**config.mk**
```make
export PLATFORM = sky130hd
export DESIGN_NAME = integer_degree_angle
export DESIGN_NICKNAME = d
export VERILOG_FILES = /design/src/rtl/ida_pkg.sv /design/src/rtl/integer_degree_angle.sv /design/src/rtl/ida_search_stage.sv
export SDC_FILE = /design/constraint.sdc
export NUM_CORES = 2
export LEC_CHECK = 0
export BUFFER_PORTS_ARGS = -buffer_cell sky130_fd_sc_hd__buf_2
export CORE_MARGIN = 4
export CORE_UTILIZATION = 65
export CTS_CLUSTER_DIAMETER = 60
export DETAILED_ROUTE_END_ITERATION = 7
export GPL_ROUTABILITY_DRIVEN = 1
export GPL_TIMING_DRIVEN = 1
export PLACE_DENSITY = 0.82
export SLEW_MARGIN = 0
export SYNTH_ARGS = -nofsm -noshare
export SYNTH_HDL_FRONTEND = slang
export SYNTH_HIERARCHICAL = 1
export SYNTH_SLANG_ARGS = --single-unit
```
**constraint.sdc**
```tcl
create_clock -name clk_i -period 28.6 [get_ports clk_i]
set_input_delay 5.72 -clock clk_i [delete_from_list [all_inputs] [get_ports clk_i]]
set_output_delay 5.72 -clock clk_i [all_outputs]
set_load 0.03 [all_outputs]
```
**src/rtl/ida_pkg.sv**
```systemverilog
`timescale 1ns / 1ps
// ----------------------------------------------------------------------------
// ida_pkg: shared types, constants and table builder for the degree angle unit
// Holds the per-item control word that moves down the search pipeline, the
// output angle codes, and the elaboration-time tangent table generator.
// ----------------------------------------------------------------------------
package ida_pkg;

  // Width of the in-quadrant angle accumulator (0..89 fits in seven bits).
  localparam int ACC_W = 7;
  // Number of table slots addressed by the accumulator.
  localparam int ACC_SPAN = 1 << ACC_W;
  // Largest in-quadrant angle.
  localparam logic [ACC_W-1:0] ANGLE_MAX = 7'd89;
  // Integer bits of a tangent entry; tan(89/57) is about 106.5.
  localparam int TAN_INT_BITS = 7;

  // Output angle width and the bus width it is padded to.
  localparam int OUT_W = 10;
  localparam int OUT_TDATA_W = 16;

  // Output codes, two's complement on OUT_W bits.
  localparam logic [OUT_W-1:0] ANG_NONE  = 10'h3FF;  // equal points, -1
  localparam logic [OUT_W-1:0] ANG_ZERO  = 10'd0;
  localparam logic [OUT_W-1:0] ANG_UP    = 10'd90;
  localparam logic [OUT_W-1:0] ANG_LEFT  = 10'd180;
  localparam logic [OUT_W-1:0] ANG_DOWN  = 10'd270;
  localparam logic [OUT_W-1:0] ANG_FULL  = 10'd360;

  // Geometric class of a point pair.
  typedef enum logic [1:0] {
    KIND_SAME = 2'd0,  // both points coincide
    KIND_VERT = 2'd1,  // no horizontal offset
    KIND_HORZ = 2'd2,  // no vertical offset
    KIND_DIAG = 2'd3   // both offsets nonzero, needs the table search
  } ida_kind_e;

  // Control word carried alongside the magnitudes through every stage.
  typedef struct packed {
    ida_kind_e        kind;
    logic             dx_neg;
    logic             dy_neg;
    logic [ACC_W-1:0] acc;
  } ida_ctl_t;

  // Bits 125:62 of the full 128-bit product, a Q62 multiply.
  function automatic logic [63:0] mul_q62(input logic [63:0] a, input logic [63:0] b);
    logic [127:0] prod;
    prod = {64'd0, a} * {64'd0, b};
    return prod[125:62];
  endfunction

  // Restoring unsigned division, used only while building constants.
  function automatic logic [63:0] udiv64(input logic [63:0] num, input logic [63:0] den);
    logic [64:0] rem;
    logic [63:0] quo;
    int i;
    rem = '0;
    quo = '0;
    for (i = 63; i >= 0; i--) begin
      rem = {rem[63:0], num[i]};
      if (rem >= {1'b0, den}) begin
        rem = rem - {1'b0, den};
        quo[i] = 1'b1;
      end
    end
    return quo;
  endfunction

  // Rounded tan(k/57) scaled by 2^frac_bits, from Q62 sine and cosine series.
  function automatic logic [63:0] tan_entry(input int k, input int frac_bits);
    logic [63:0] one;
    logic [63:0] kk;
    logic [63:0] x;
    logic [63:0] x2;
    logic [63:0] s;
    logic [63:0] c;
    logic [63:0] term;
    logic [63:0] q;
    logic [63:0] r;
    logic [63:0] n;
    logic        done;
    int          i;
    one = 64'd1 << 62;
    kk = 64'(k);
    x = kk * (one / 64'd57) + (kk * (one % 64'd57)) / 64'd57;
    x2 = mul_q62(x, x);
    s = x;
    c = one;
    // Sine series.
    term = x;
    done = 1'b0;
    for (n = 64'd1; n < 64'd40; n++) begin
      if (!done) begin
        term = udiv64(mul_q62(term, x2), (64'd2 * n) * (64'd2 * n + 64'd1));
        if (term == 64'd0) begin
          done = 1'b1;
        end else if (n[0]) begin
          s = s - term;
        end else begin
          s = s + term;
        end
      end
    end
    // Cosine series.
    term = one;
    done = 1'b0;
    for (n = 64'd1; n < 64'd40; n++) begin
      if (!done) begin
        term = udiv64(mul_q62(term, x2), (64'd2 * n - 64'd1) * (64'd2 * n));
        if (term == 64'd0) begin
          done = 1'b1;
        end else if (n[0]) begin
          c = c - term;
        end else begin
          c = c + term;
        end
      end
    end
    if (c == 64'd0) begin
      return 64'd0;
    end
    // Quotient with one extra fraction bit, then round half up.
    q = udiv64(s, c);
    r = s - q * c;
    for (i = 0; i <= frac_bits; i++) begin
      r = r << 1;
      q = q << 1;
      if (r >= c) begin
        r = r - c;
        q = q | 64'd1;
      end
    end
    return (q + 64'd1) >> 1;
  endfunction

endpackage

```
**src/rtl/integer_degree_angle.sv**
```systemverilog
`timescale 1ns / 1ps
// ----------------------------------------------------------------------------
// integer_degree_angle: direction between two points in whole degrees
// Stream-in point pairs, stream-out the angle from the first to the second.
// ----------------------------------------------------------------------------
// The unit accepts one point pair per clock while the output is not stalled:
// the offsets are formed and the pair classified as it is loaded into the
// entry register, one search stage per angle bit runs a binary search over a
// constant tangent table (one multiply and compare per stage, one bit of the
// angle each), and the quadrant is mapped into the output register. With y
// growing downward, equal points give -1, a vertical pair 90 or 270, a
// horizontal pair 0 or 180, and any other pair the quadrant-mapped value of
// trunc(atan(|dy|/|dx|) * 57) in 0..89, so 360 appears for shallow pairs
// going down and to the right. Every stage holds its item under
// back-pressure, and empty stages close up, so nothing is lost.
// ----------------------------------------------------------------------------
module integer_degree_angle
  import ida_pkg::*;
#(
  parameter int COORD_BITS    = 12,
  parameter int TAN_FRAC_BITS = 16
) (
  input  logic                         clk_i,
  input  logic                         rst_ni,
  // Input stream; tdata from bit 0: from_x, from_y, to_x, to_y, zero padding.
  input  logic                         s_axis_tvalid,
  output logic                         s_axis_tready,
  input  logic [((4*COORD_BITS+7)/8)*8-1:0] s_axis_tdata,
  // Output stream; tdata from bit 0: angle_deg (10-bit signed), zero padding.
  output logic                         m_axis_tvalid,
  input  logic                         m_axis_tready,
  output logic [OUT_TDATA_W-1:0]       m_axis_tdata
);

  localparam int NSTEP = ACC_W;
  localparam int C     = COORD_BITS;

  logic [C-1:0] from_x;
  logic [C-1:0] from_y;
  logic [C-1:0] to_x;
  logic [C-1:0] to_y;
  logic         dx_neg;
  logic         dy_neg;
  logic [C-1:0] adx;
  logic [C-1:0] ady;
  ida_ctl_t     ctl_in;

  logic         st_vld   [NSTEP+1];
  logic         st_ready [NSTEP+2];
  ida_ctl_t     st_ctl   [NSTEP+1];
  logic [C-1:0] st_adx   [NSTEP+1];
  logic [C-1:0] st_ady   [NSTEP+1];

  logic             v0_q;
  ida_ctl_t         ctl0_q;
  logic [C-1:0]     adx0_q;
  logic [C-1:0]     ady0_q;
  logic [OUT_W-1:0] acc_ext;
  logic [OUT_W-1:0] angle_d;
  logic [OUT_W-1:0] angle_q;
  logic             out_vld_q;
  logic             s_fire;

  // Field unpacking.
  assign from_x = s_axis_tdata[C-1:0];
  assign from_y = s_axis_tdata[2*C-1:C];
  assign to_x   = s_axis_tdata[3*C-1:2*C];
  assign to_y   = s_axis_tdata[4*C-1:3*C];

  // Offset magnitudes, signs and the class of the pair.
  always_comb begin
    dx_neg = from_x > to_x;
    dy_neg = from_y > to_y;
    adx    = dx_neg ? (from_x - to_x) : (to_x - from_x);
    ady    = dy_neg ? (from_y - to_y) : (to_y - from_y);
    ctl_in.dx_neg = dx_neg;
    ctl_in.dy_neg = dy_neg;
    ctl_in.acc    = '0;
    if (adx == '0 && ady == '0) begin
      ctl_in.kind = KIND_SAME;
    end else if (adx == '0) begin
      ctl_in.kind = KIND_VERT;
    end else if (ady == '0) begin
      ctl_in.kind = KIND_HORZ;
    end else begin
      ctl_in.kind = KIND_DIAG;
    end
  end

  // Entry stage register.
  assign st_ready[0]   = ~v0_q | st_ready[1];
  assign s_axis_tready = st_ready[0];
  assign s_fire        = s_axis_tvalid & s_axis_tready;

  always_ff @(posedge clk_i or negedge rst_ni) begin
    if (!rst_ni) begin
      v0_q <= 1'b0;
    end else if (st_ready[0]) begin
      v0_q <= s_axis_tvalid;
    end
  end

  always_ff @(posedge clk_i) begin
    if (s_fire) begin
      ctl0_q <= ctl_in;
      adx0_q <= adx;
      ady0_q <= ady;
    end
  end

  assign st_vld[0] = v0_q;
  assign st_ctl[0] = ctl0_q;
  assign st_adx[0] = adx0_q;
  assign st_ady[0] = ady0_q;

  // Binary search, most significant angle bit first.
  for (genvar g = 0; g < NSTEP; g++) begin : g_step
    ida_search_stage #(
      .COORD_BITS   (COORD_BITS),
      .TAN_FRAC_BITS(TAN_FRAC_BITS),
      .STEP_BIT     (NSTEP - 1 - g)
    ) u_step (
      .clk_i  (clk_i),
      .rst_ni (rst_ni),
      .valid_i(st_vld[g]),
      .ready_o(st_ready[g+1]),
      .ctl_i  (st_ctl[g]),
      .adx_i  (st_adx[g]),
      .ady_i  (st_ady[g]),
      .valid_o(st_vld[g+1]),
      .ready_i(st_ready[g+2]),
      .ctl_o  (st_ctl[g+1]),
      .adx_o  (st_adx[g+1]),
      .ady_o  (st_ady[g+1])
    );
  end

  // Quadrant mapping of the searched angle.
  assign acc_ext = OUT_W'(st_ctl[NSTEP].acc);

  always_comb begin
    case (st_ctl[NSTEP].kind)
      KIND_SAME: angle_d = ANG_NONE;
      KIND_VERT: angle_d = st_ctl[NSTEP].dy_neg ? ANG_UP : ANG_DOWN;
      KIND_HORZ: angle_d = st_ctl[NSTEP].dx_neg ? ANG_LEFT : ANG_ZERO;
      KIND_DIAG: begin
        if (!st_ctl[NSTEP].dx_neg && st_ctl[NSTEP].dy_neg) begin
          angle_d = acc_ext;
        end else if (st_ctl[NSTEP].dx_neg && st_ctl[NSTEP].dy_neg) begin
          angle_d = ANG_LEFT - acc_ext;
        end else if (!st_ctl[NSTEP].dx_neg) begin
          angle_d = ANG_FULL - acc_ext;
        end else begin
          angle_d = ANG_LEFT + acc_ext;
        end
      end
      default: angle_d = ANG_NONE;
    endcase
  end

  // Output register.
  assign st_ready[NSTEP+1] = ~out_vld_q | m_axis_tready;

  always_ff @(posedge clk_i or negedge rst_ni) begin
    if (!rst_ni) begin
      out_vld_q <= 1'b0;
    end else if (st_ready[NSTEP+1]) begin
      out_vld_q <= st_vld[NSTEP];
    end
  end

  always_ff @(posedge clk_i) begin
    if (st_ready[NSTEP+1] && st_vld[NSTEP]) begin
      angle_q <= angle_d;
    end
  end

  assign m_axis_tvalid = out_vld_q;
  assign m_axis_tdata  = {{(OUT_TDATA_W-OUT_W){1'b0}}, angle_q};

  // An accepted input always lands in the entry stage.
  a_entry_load: assert property (@(posedge clk_i) disable iff (!rst_ni)
    s_fire |=> v0_q)
    else $error("accepted input did not reach the entry stage");

  // An empty entry stage must never push back on the input.
  a_entry_ready: assert property (@(posedge clk_i) disable iff (!rst_ni)
    !v0_q |-> s_axis_tready)
    else $error("input stalled while the entry stage was empty");

  // The finished search never yields an angle beyond the table.
  a_acc_range: assert property (@(posedge clk_i) disable iff (!rst_ni)
    st_vld[NSTEP] |-> (st_ctl[NSTEP].acc <= ANGLE_MAX))
    else $error("search produced an angle above the last table entry");

  // Delivered angles are -1 or within 0..360.
  a_out_range: assert property (@(posedge clk_i) disable iff (!rst_ni)
    m_axis_tvalid |-> (angle_q == ANG_NONE || angle_q <= ANG_FULL))
    else $error("output angle out of range");

  // A stalled output holds its angle while the pipeline behind it waits.
  a_out_hold: assert property (@(posedge clk_i) disable iff (!rst_ni)
    (m_axis_tvalid && !m_axis_tready) |=> $stable(angle_q))
    else $error("output angle changed under back-pressure");

endmodule

```
**src/rtl/ida_search_stage.sv**
```systemverilog
`timescale 1ns / 1ps
// ----------------------------------------------------------------------------
// ida_search_stage: one step of the tangent table binary search
// Tries to set one bit of the in-quadrant angle: the bit stays when the
// candidate angle is in range and |dy| * 2^F >= |dx| * tan(candidate) * 2^F.
// ----------------------------------------------------------------------------
module ida_search_stage
  import ida_pkg::*;
#(
  parameter int COORD_BITS    = 12,
  parameter int TAN_FRAC_BITS = 16,
  parameter int STEP_BIT      = 6
) (
  input  logic                  clk_i,
  input  logic                  rst_ni,
  // Upstream side.
  input  logic                  valid_i,
  output logic                  ready_o,
  input  ida_ctl_t              ctl_i,
  input  logic [COORD_BITS-1:0] adx_i,
  input  logic [COORD_BITS-1:0] ady_i,
  // Downstream side.
  output logic                  valid_o,
  input  logic                  ready_i,
  output ida_ctl_t              ctl_o,
  output logic [COORD_BITS-1:0] adx_o,
  output logic [COORD_BITS-1:0] ady_o
);

  localparam int TW = TAN_FRAC_BITS + TAN_INT_BITS;
  localparam int PW = COORD_BITS + TW;

  logic [TW-1:0]    tan_tbl [ACC_SPAN];
  logic [ACC_W-1:0] step_mask;
  logic [ACC_W-1:0] cand;
  logic [PW-1:0]    lhs;
  logic [PW-1:0]    rhs;
  logic             take;
  logic             valid_q;
  ida_ctl_t         ctl_q;
  ida_ctl_t         ctl_d;
  logic [COORD_BITS-1:0] adx_q;
  logic [COORD_BITS-1:0] ady_q;

  // Constant tangent table; slot zero and slots past the last angle are unused.
  for (genvar k = 0; k < ACC_SPAN; k++) begin : g_tan
    localparam logic [63:0] TAN_K =
      (k >= 1 && k <= int'(ANGLE_MAX)) ? tan_entry(k, TAN_FRAC_BITS) : 64'd0;
    assign tan_tbl[k] = TAN_K[TW-1:0];
  end

  // Candidate angle and the multiply-compare against its tangent.
  assign step_mask = ACC_W'(1) << STEP_BIT;
  assign cand      = ctl_i.acc | step_mask;
  assign lhs       = {{TAN_INT_BITS{1'b0}}, ady_i, {TAN_FRAC_BITS{1'b0}}};
  assign rhs       = PW'(adx_i) * PW'(tan_tbl[cand]);
  assign take      = (cand <= ANGLE_MAX) && (lhs >= rhs);

  always_comb begin
    ctl_d = ctl_i;
    if (take) begin
      ctl_d.acc = cand;
    end
  end

  // The stage register loads whenever it is empty or its content moves on.
  assign ready_o = ~valid_q | ready_i;

  always_ff @(posedge clk_i or negedge rst_ni) begin
    if (!rst_ni) begin
      valid_q <= 1'b0;
    end else if (ready_o) begin
      valid_q <= valid_i;
    end
  end

  always_ff @(posedge clk_i) begin
    if (ready_o && valid_i) begin
      ctl_q <= ctl_d;
      adx_q <= adx_i;
      ady_q <= ady_i;
    end
  end

  assign valid_o = valid_q;
  assign ctl_o   = ctl_q;
  assign adx_o   = adx_q;
  assign ady_o   = ady_q;

endmodule
```
* Yosys cells after proc, flatten, opt, wreduce, memory -nomap -nowiden
Memory sizes are Yosys's and may differ from the RTL's.
Index checks and enable logic that the tools add are counted.
** Storage, ports and cells
- Register bits :: 268
- Input port bits :: 52
- Logic and storage cells :: 176
- Memory bits (read-only) :: 17664
- Output and inout port bits :: 18
- Memories :: 6
** Memories
- (name not given) :: depth 128, width 23, read ports 1, clocked after Yosys merged registers in 0, write ports 0, RTL line ida_search_stage.sv:56 : assign rhs = PW'(adx_i) * PW'(tan_tbl[cand]);
- (name not given) :: depth 128, width 23, read ports 1, clocked after Yosys merged registers in 0, write ports 0, RTL line ida_search_stage.sv:56
- (name not given) :: depth 128, width 23, read ports 1, clocked after Yosys merged registers in 0, write ports 0, RTL line ida_search_stage.sv:56
- (name not given) :: depth 128, width 23, read ports 1, clocked after Yosys merged registers in 0, write ports 0, RTL line ida_search_stage.sv:56
- (name not given) :: depth 128, width 23, read ports 1, clocked after Yosys merged registers in 0, write ports 0, RTL line ida_search_stage.sv:56
- (name not given) :: depth 128, width 23, read ports 1, clocked after Yosys merged registers in 0, write ports 0, RTL line ida_search_stage.sv:56
** Cells by class
- $mul :: 7
- Muxes and demuxes :: 22
- Reductions and logical operators :: 22
- Add/sub/neg operators :: 7
- Bitwise gates (word level) :: 25
- Order comparisons :: 21
- Equal/unequal tests :: 3
** Operators with widths (count)
- $mux W23 :: 12
- $ge A28 B35 Y1 :: 7
- $mul A12 B23 Y35 :: 6
- $ge A8 B8 Y1 const B :: 6
- $not A7 Y8 :: 6
- $sub A12 B12 Y12 :: 4
- $le A7 B7 Y1 const B :: 6
- $pmux W10 S4 :: 1
- $mul A12 B18 Y30 const B :: 1
- $mux W10 :: 3
- $gt A12 B12 Y1 :: 2
- $logic_not A12 Y1 :: 2
- $mux W12 :: 2
- $logic_and A1 B1 Y1 :: 17
- $sub A9 B7 Y10 const A :: 1
- $add A8 B7 Y9 const A :: 1
- $mux W9 :: 1
- $not A1 Y1 :: 9
- $or A1 B1 Y1 :: 9
- $sub A8 B7 Y9 const A :: 1
- $mux W8 :: 1
- $eq A2 B2 Y1 const B :: 2
- $eq A2 B1 Y1 const B :: 1
- $logic_not A2 Y1 :: 1
- other kinds (4) :: 5

* Depth between registers and ports, before layout
- Depth in word-level cells :: 11
- Gate-level depth with buffers :: 42
- Depth with buffers taken out :: 39

* By module
Netlist, hierarchy kept.
** By module, submodules not included
- ida_search_stage (g_step[2].u_step) :: area each 11489.8 um^2, cells each 1366, times used 1
- ida_search_stage (g_step[6].u_step) :: area each 11484.8 um^2, cells each 1355, times used 1
- ida_search_stage (g_step[3].u_step) :: area each 11252.0 um^2, cells each 1341, times used 1
- ida_search_stage (g_step[0].u_step) :: area each 10995.5 um^2, cells each 1289, times used 1
- ida_search_stage (g_step[5].u_step) :: area each 10910.5 um^2, cells each 1306, times used 1
- ida_search_stage (g_step[4].u_step) :: area each 10776.6 um^2, cells each 1282, times used 1
- ida_search_stage (g_step[1].u_step) :: area each 8994.9 um^2, cells each 1031, times used 1
- integer_degree_angle :: area each 4096.4 um^2, cells each 462, times used 1

* Worst setup path after synthesis
Ideal clock, no wire load.
- Kind :: input to output
- From :: input m_axis_tready
- To :: output s_axis_tready
- Path slack :: 15.628 ns
- Arrival time :: 7.252 ns
- Data required time :: 22.880 ns
- Stages :: 9
- Path buffers :: 0
- Cell sequence :: nand2b_1 nand2b_1 nand2b_1 nand2b_1 nand2b_1 nand2b_1 nand2b_1 nand2b_1 nand2b_1
** RTL lines
- start: declaration :: RTL line integer_degree_angle.sv:31 : input logic m_axis_tready,
- end: declaration :: RTL line integer_degree_angle.sv:27 : output logic s_axis_tready,

==> results.sh <==
export IMPL_crit_slowest_cell="nand2b_1"
export IMPL_numCtsBuffers=44
export IMPL_drt_iter0_drc=6064
export IMPL_die_x_um=357
export IMPL_clock_skew_ns=0.0380
export IMPL_antenna_found_initial=6
export IMPL_cts_repair_resized=0
export IMPL_path_buf_inv=2
export IMPL_path_cells="buf_2 -> nand2b_1 -> nand2b_1 -> nand2b_1 -> nand2b_1 -> nand2b_1 -> nand2b_1 -> nand2b_1 -> nand2b_1 -> nand2b_1 -> buf_2"
export IMPL_hold_path_class="reg2reg"
export IMPL_reg2reg_from="g_step[3].u_step/ctl_o[1]$_DFFE_PP_"
export IMPL_grt_util_met2_pct=55.5
export IMPL_cpPeakStageDelay_ns=0.35
export IMPL_hold_buffers=0
export IMPL_clk_pin_slew_worst_paths_ns=0.06
export IMPL_ff2ff_setup_slack_ns=17.43
export IMPL_clkLatencyLatePin_ns=0.63
export IMPL_drtPass1Iterations=8
export IMPL_pin_count=70
export IMPL_core_mm2=0.120
export IMPL_cap_violations=0
export IMPL_path_max_fanout=3
export IMPL_avgSynthCellArea_um2=8.43
export IMPL_busiest_layer="met2"
export IMPL_viasPerCell=6.06
export IMPL_grt_pass1_wl_um=346000
export IMPL_drive_gt1_share_pct=4.20
export IMPL_startpoint="m_axis_tready"
export IMPL_cts_sinks=268
export IMPL_period_needed_ns=13.78
export IMPL_slew_headroom_pct=10.4
export IMPL_antenna_left=0
export IMPL_synth_cells=9408
export IMPL_grt_setup_unrepaired="false"
export IMPL_slew_violations=0
export IMPL_worst_pin_slew_ns=1.34
export IMPL_fp_dieH_um=357
export IMPL_setup_viol=0
export IMPL_vias=65400
export IMPL_row_count=127
export IMPL_worst_r2r_path_depth=36
export IMPL_netlist_area_mm2=0.0793
export IMPL_cts_root_buffer="clkbuf_16"
export IMPL_port_buffers=63
export IMPL_endpoint="s_axis_tready"
export IMPL_met3_usage_pct=5.29
export IMPL_cpMostUsedCell="nand2b_1"
export IMPL_critPathRequiredTime_ns=22.88
export IMPL_wl_per_cell_um=19.3
export IMPL_grt_max_degree=75
export IMPL_place_inst=10700
export IMPL_criticalPathCategory="in2out"
export IMPL_finalHoldViolCount=0
export IMPL_grt_pass1_vias=68300
export IMPL_drt_wl_total_um=209000
export IMPL_fin_cells=10800
export IMPL_cts_tree="done"
export IMPL_use_met1_pct=43.9
export IMPL_status="finished, final reports clean"
export IMPL_timing_fmax_mhz=72.6
export IMPL_cts_max_level=2
export IMPL_rr_endpoint="g_step[4].u_step/ctl_o[2]$_SDFFCE_PP1P_"
export IMPL_overflow=0
export IMPL_hpwl_um=163000
export IMPL_dieArea_mm2=0.128
export IMPL_drc=0
export IMPL_startpoint_type="primary input"
export IMPL_nNetsFinal=11300
export IMPL_cts_buffer_depth=3
export IMPL_place_congestion=0.944
export IMPL_crit_family="simple AND/OR/NAND/NOR gates"
export IMPL_synth_warnings=6
export IMPL_path_depth=11
export IMPL_fin_crit_sh_pct=48.2
export IMPL_start_util_pct=65.8
export IMPL_endpoint_kind="output port"
export IMPL_fin_setup_tns_ns=0
export IMPL_cp_arrival_ns=8.06
export IMPL_area_growth_pct=3.59
export IMPL_groute_usage_overall_pct=33.3
export IMPL_post_cts_buffers=0
## sequential cells by signal (all words and copies together), names as in the netlist
register,count
v0_q,1
g_step.u_step/adx_o,72
g_step.u_step/ctl_o,77
angle_q,10
g_step.u_step/valid_o,7
ady0_q,12
m_axis_tvalid,1
ctl0_q,4
adx0_q,12
g_step.u_step/ady_o,72
## worst min-delay path by stage
stage / start / end / slack, ns / cells past startpoint
after global routing: g_step[1].u_step/ctl_o[8]$_DFFE_PP_ / g_step[2].u_step/ctl_o[8]$_DFFE_PP_ / 0.43 / 0
after detailed placement: g_step[2].u_step/ctl_o[9]$_DFFE_PP_ / g_step[3].u_step/ctl_o[9]$_DFFE_PP_ / 0.41 / 0
after floorplan: ctl0_q[10]$_SDFFCE_PP0P_ / g_step[0].u_step/ctl_o[10]$_DFFE_PP_ / 0.40 / 0
after CTS: g_step[2].u_step/ctl_o[9]$_DFFE_PP_ / g_step[3].u_step/ctl_o[9]$_DFFE_PP_ / 0.42 / 0
final: g_step[2].u_step/ctl_o[9]$_DFFE_PP_ / g_step[3].u_step/ctl_o[9]$_DFFE_PP_ / 0.42 / 0
after global placement: g_step[1].u_step/ctl_o[10]$_DFFE_PP_ / g_step[2].u_step/ctl_o[10]$_DFFE_PP_ / 0.40 / 0
## layer usage
metal	wire [um]	vias up
met3	18800	577
met1	81200	32400
li1	-	29200
met5	0	-
met2	100000	3215
met4	8670	0
## cell type report
type                    instances  area [um^2]
diodes                          4         10.0
clock buffers                  47         1130
clock inverters                34          380
fillers                      9726        38300
inverters                    1809         6790
multi-input cells            6845        62600
flip-flops and latches        268         8000
well taps                    1612         2020
repair buffers                177         1170
## metrics by stage
step,cell area [um^2],setup WS [ns],util [%],hold WS (ns)
3_5_place_dp,80600,14.94,66.9,0.406
3_3_place_gp,80600,14.86,66.9,0.403
6_report,82100,14.82,68.2,0.418
5_1_grt,82100,14.70,68.2,0.428
4_1_cts,82100,14.89,68.2,0.421
2_1_floorplan,79400,15.63,-,0.400
## cell usage in the layout (no fill, tap or decap), types with 40 or more instances in the layout
master	n
a211oi_1	81
a21o_1	114
a21oi_1	422
a31oi_1	67
and2_1	541
buf_2	63
buf_4	114
clkbuf_16	44
conb_1	40
edfxtp_1	259
fa_1	1364
ha_1	738
inv_1	1795
mux2i_1	45
nand2_1	1547
nand2b_1	73
nand3_1	102
nand4_1	49
nor2_1	344
nor2b_1	63
nor3_1	86
o211ai_1	50
o21ai_0	278
o21ai_1	48
o21bai_1	40
o22ai_1	45
xnor2_1	85
xor2_1	75
Power is not shown: default switching activity piles up to over one toggle a cycle in this logic, so the estimate is an artifact.
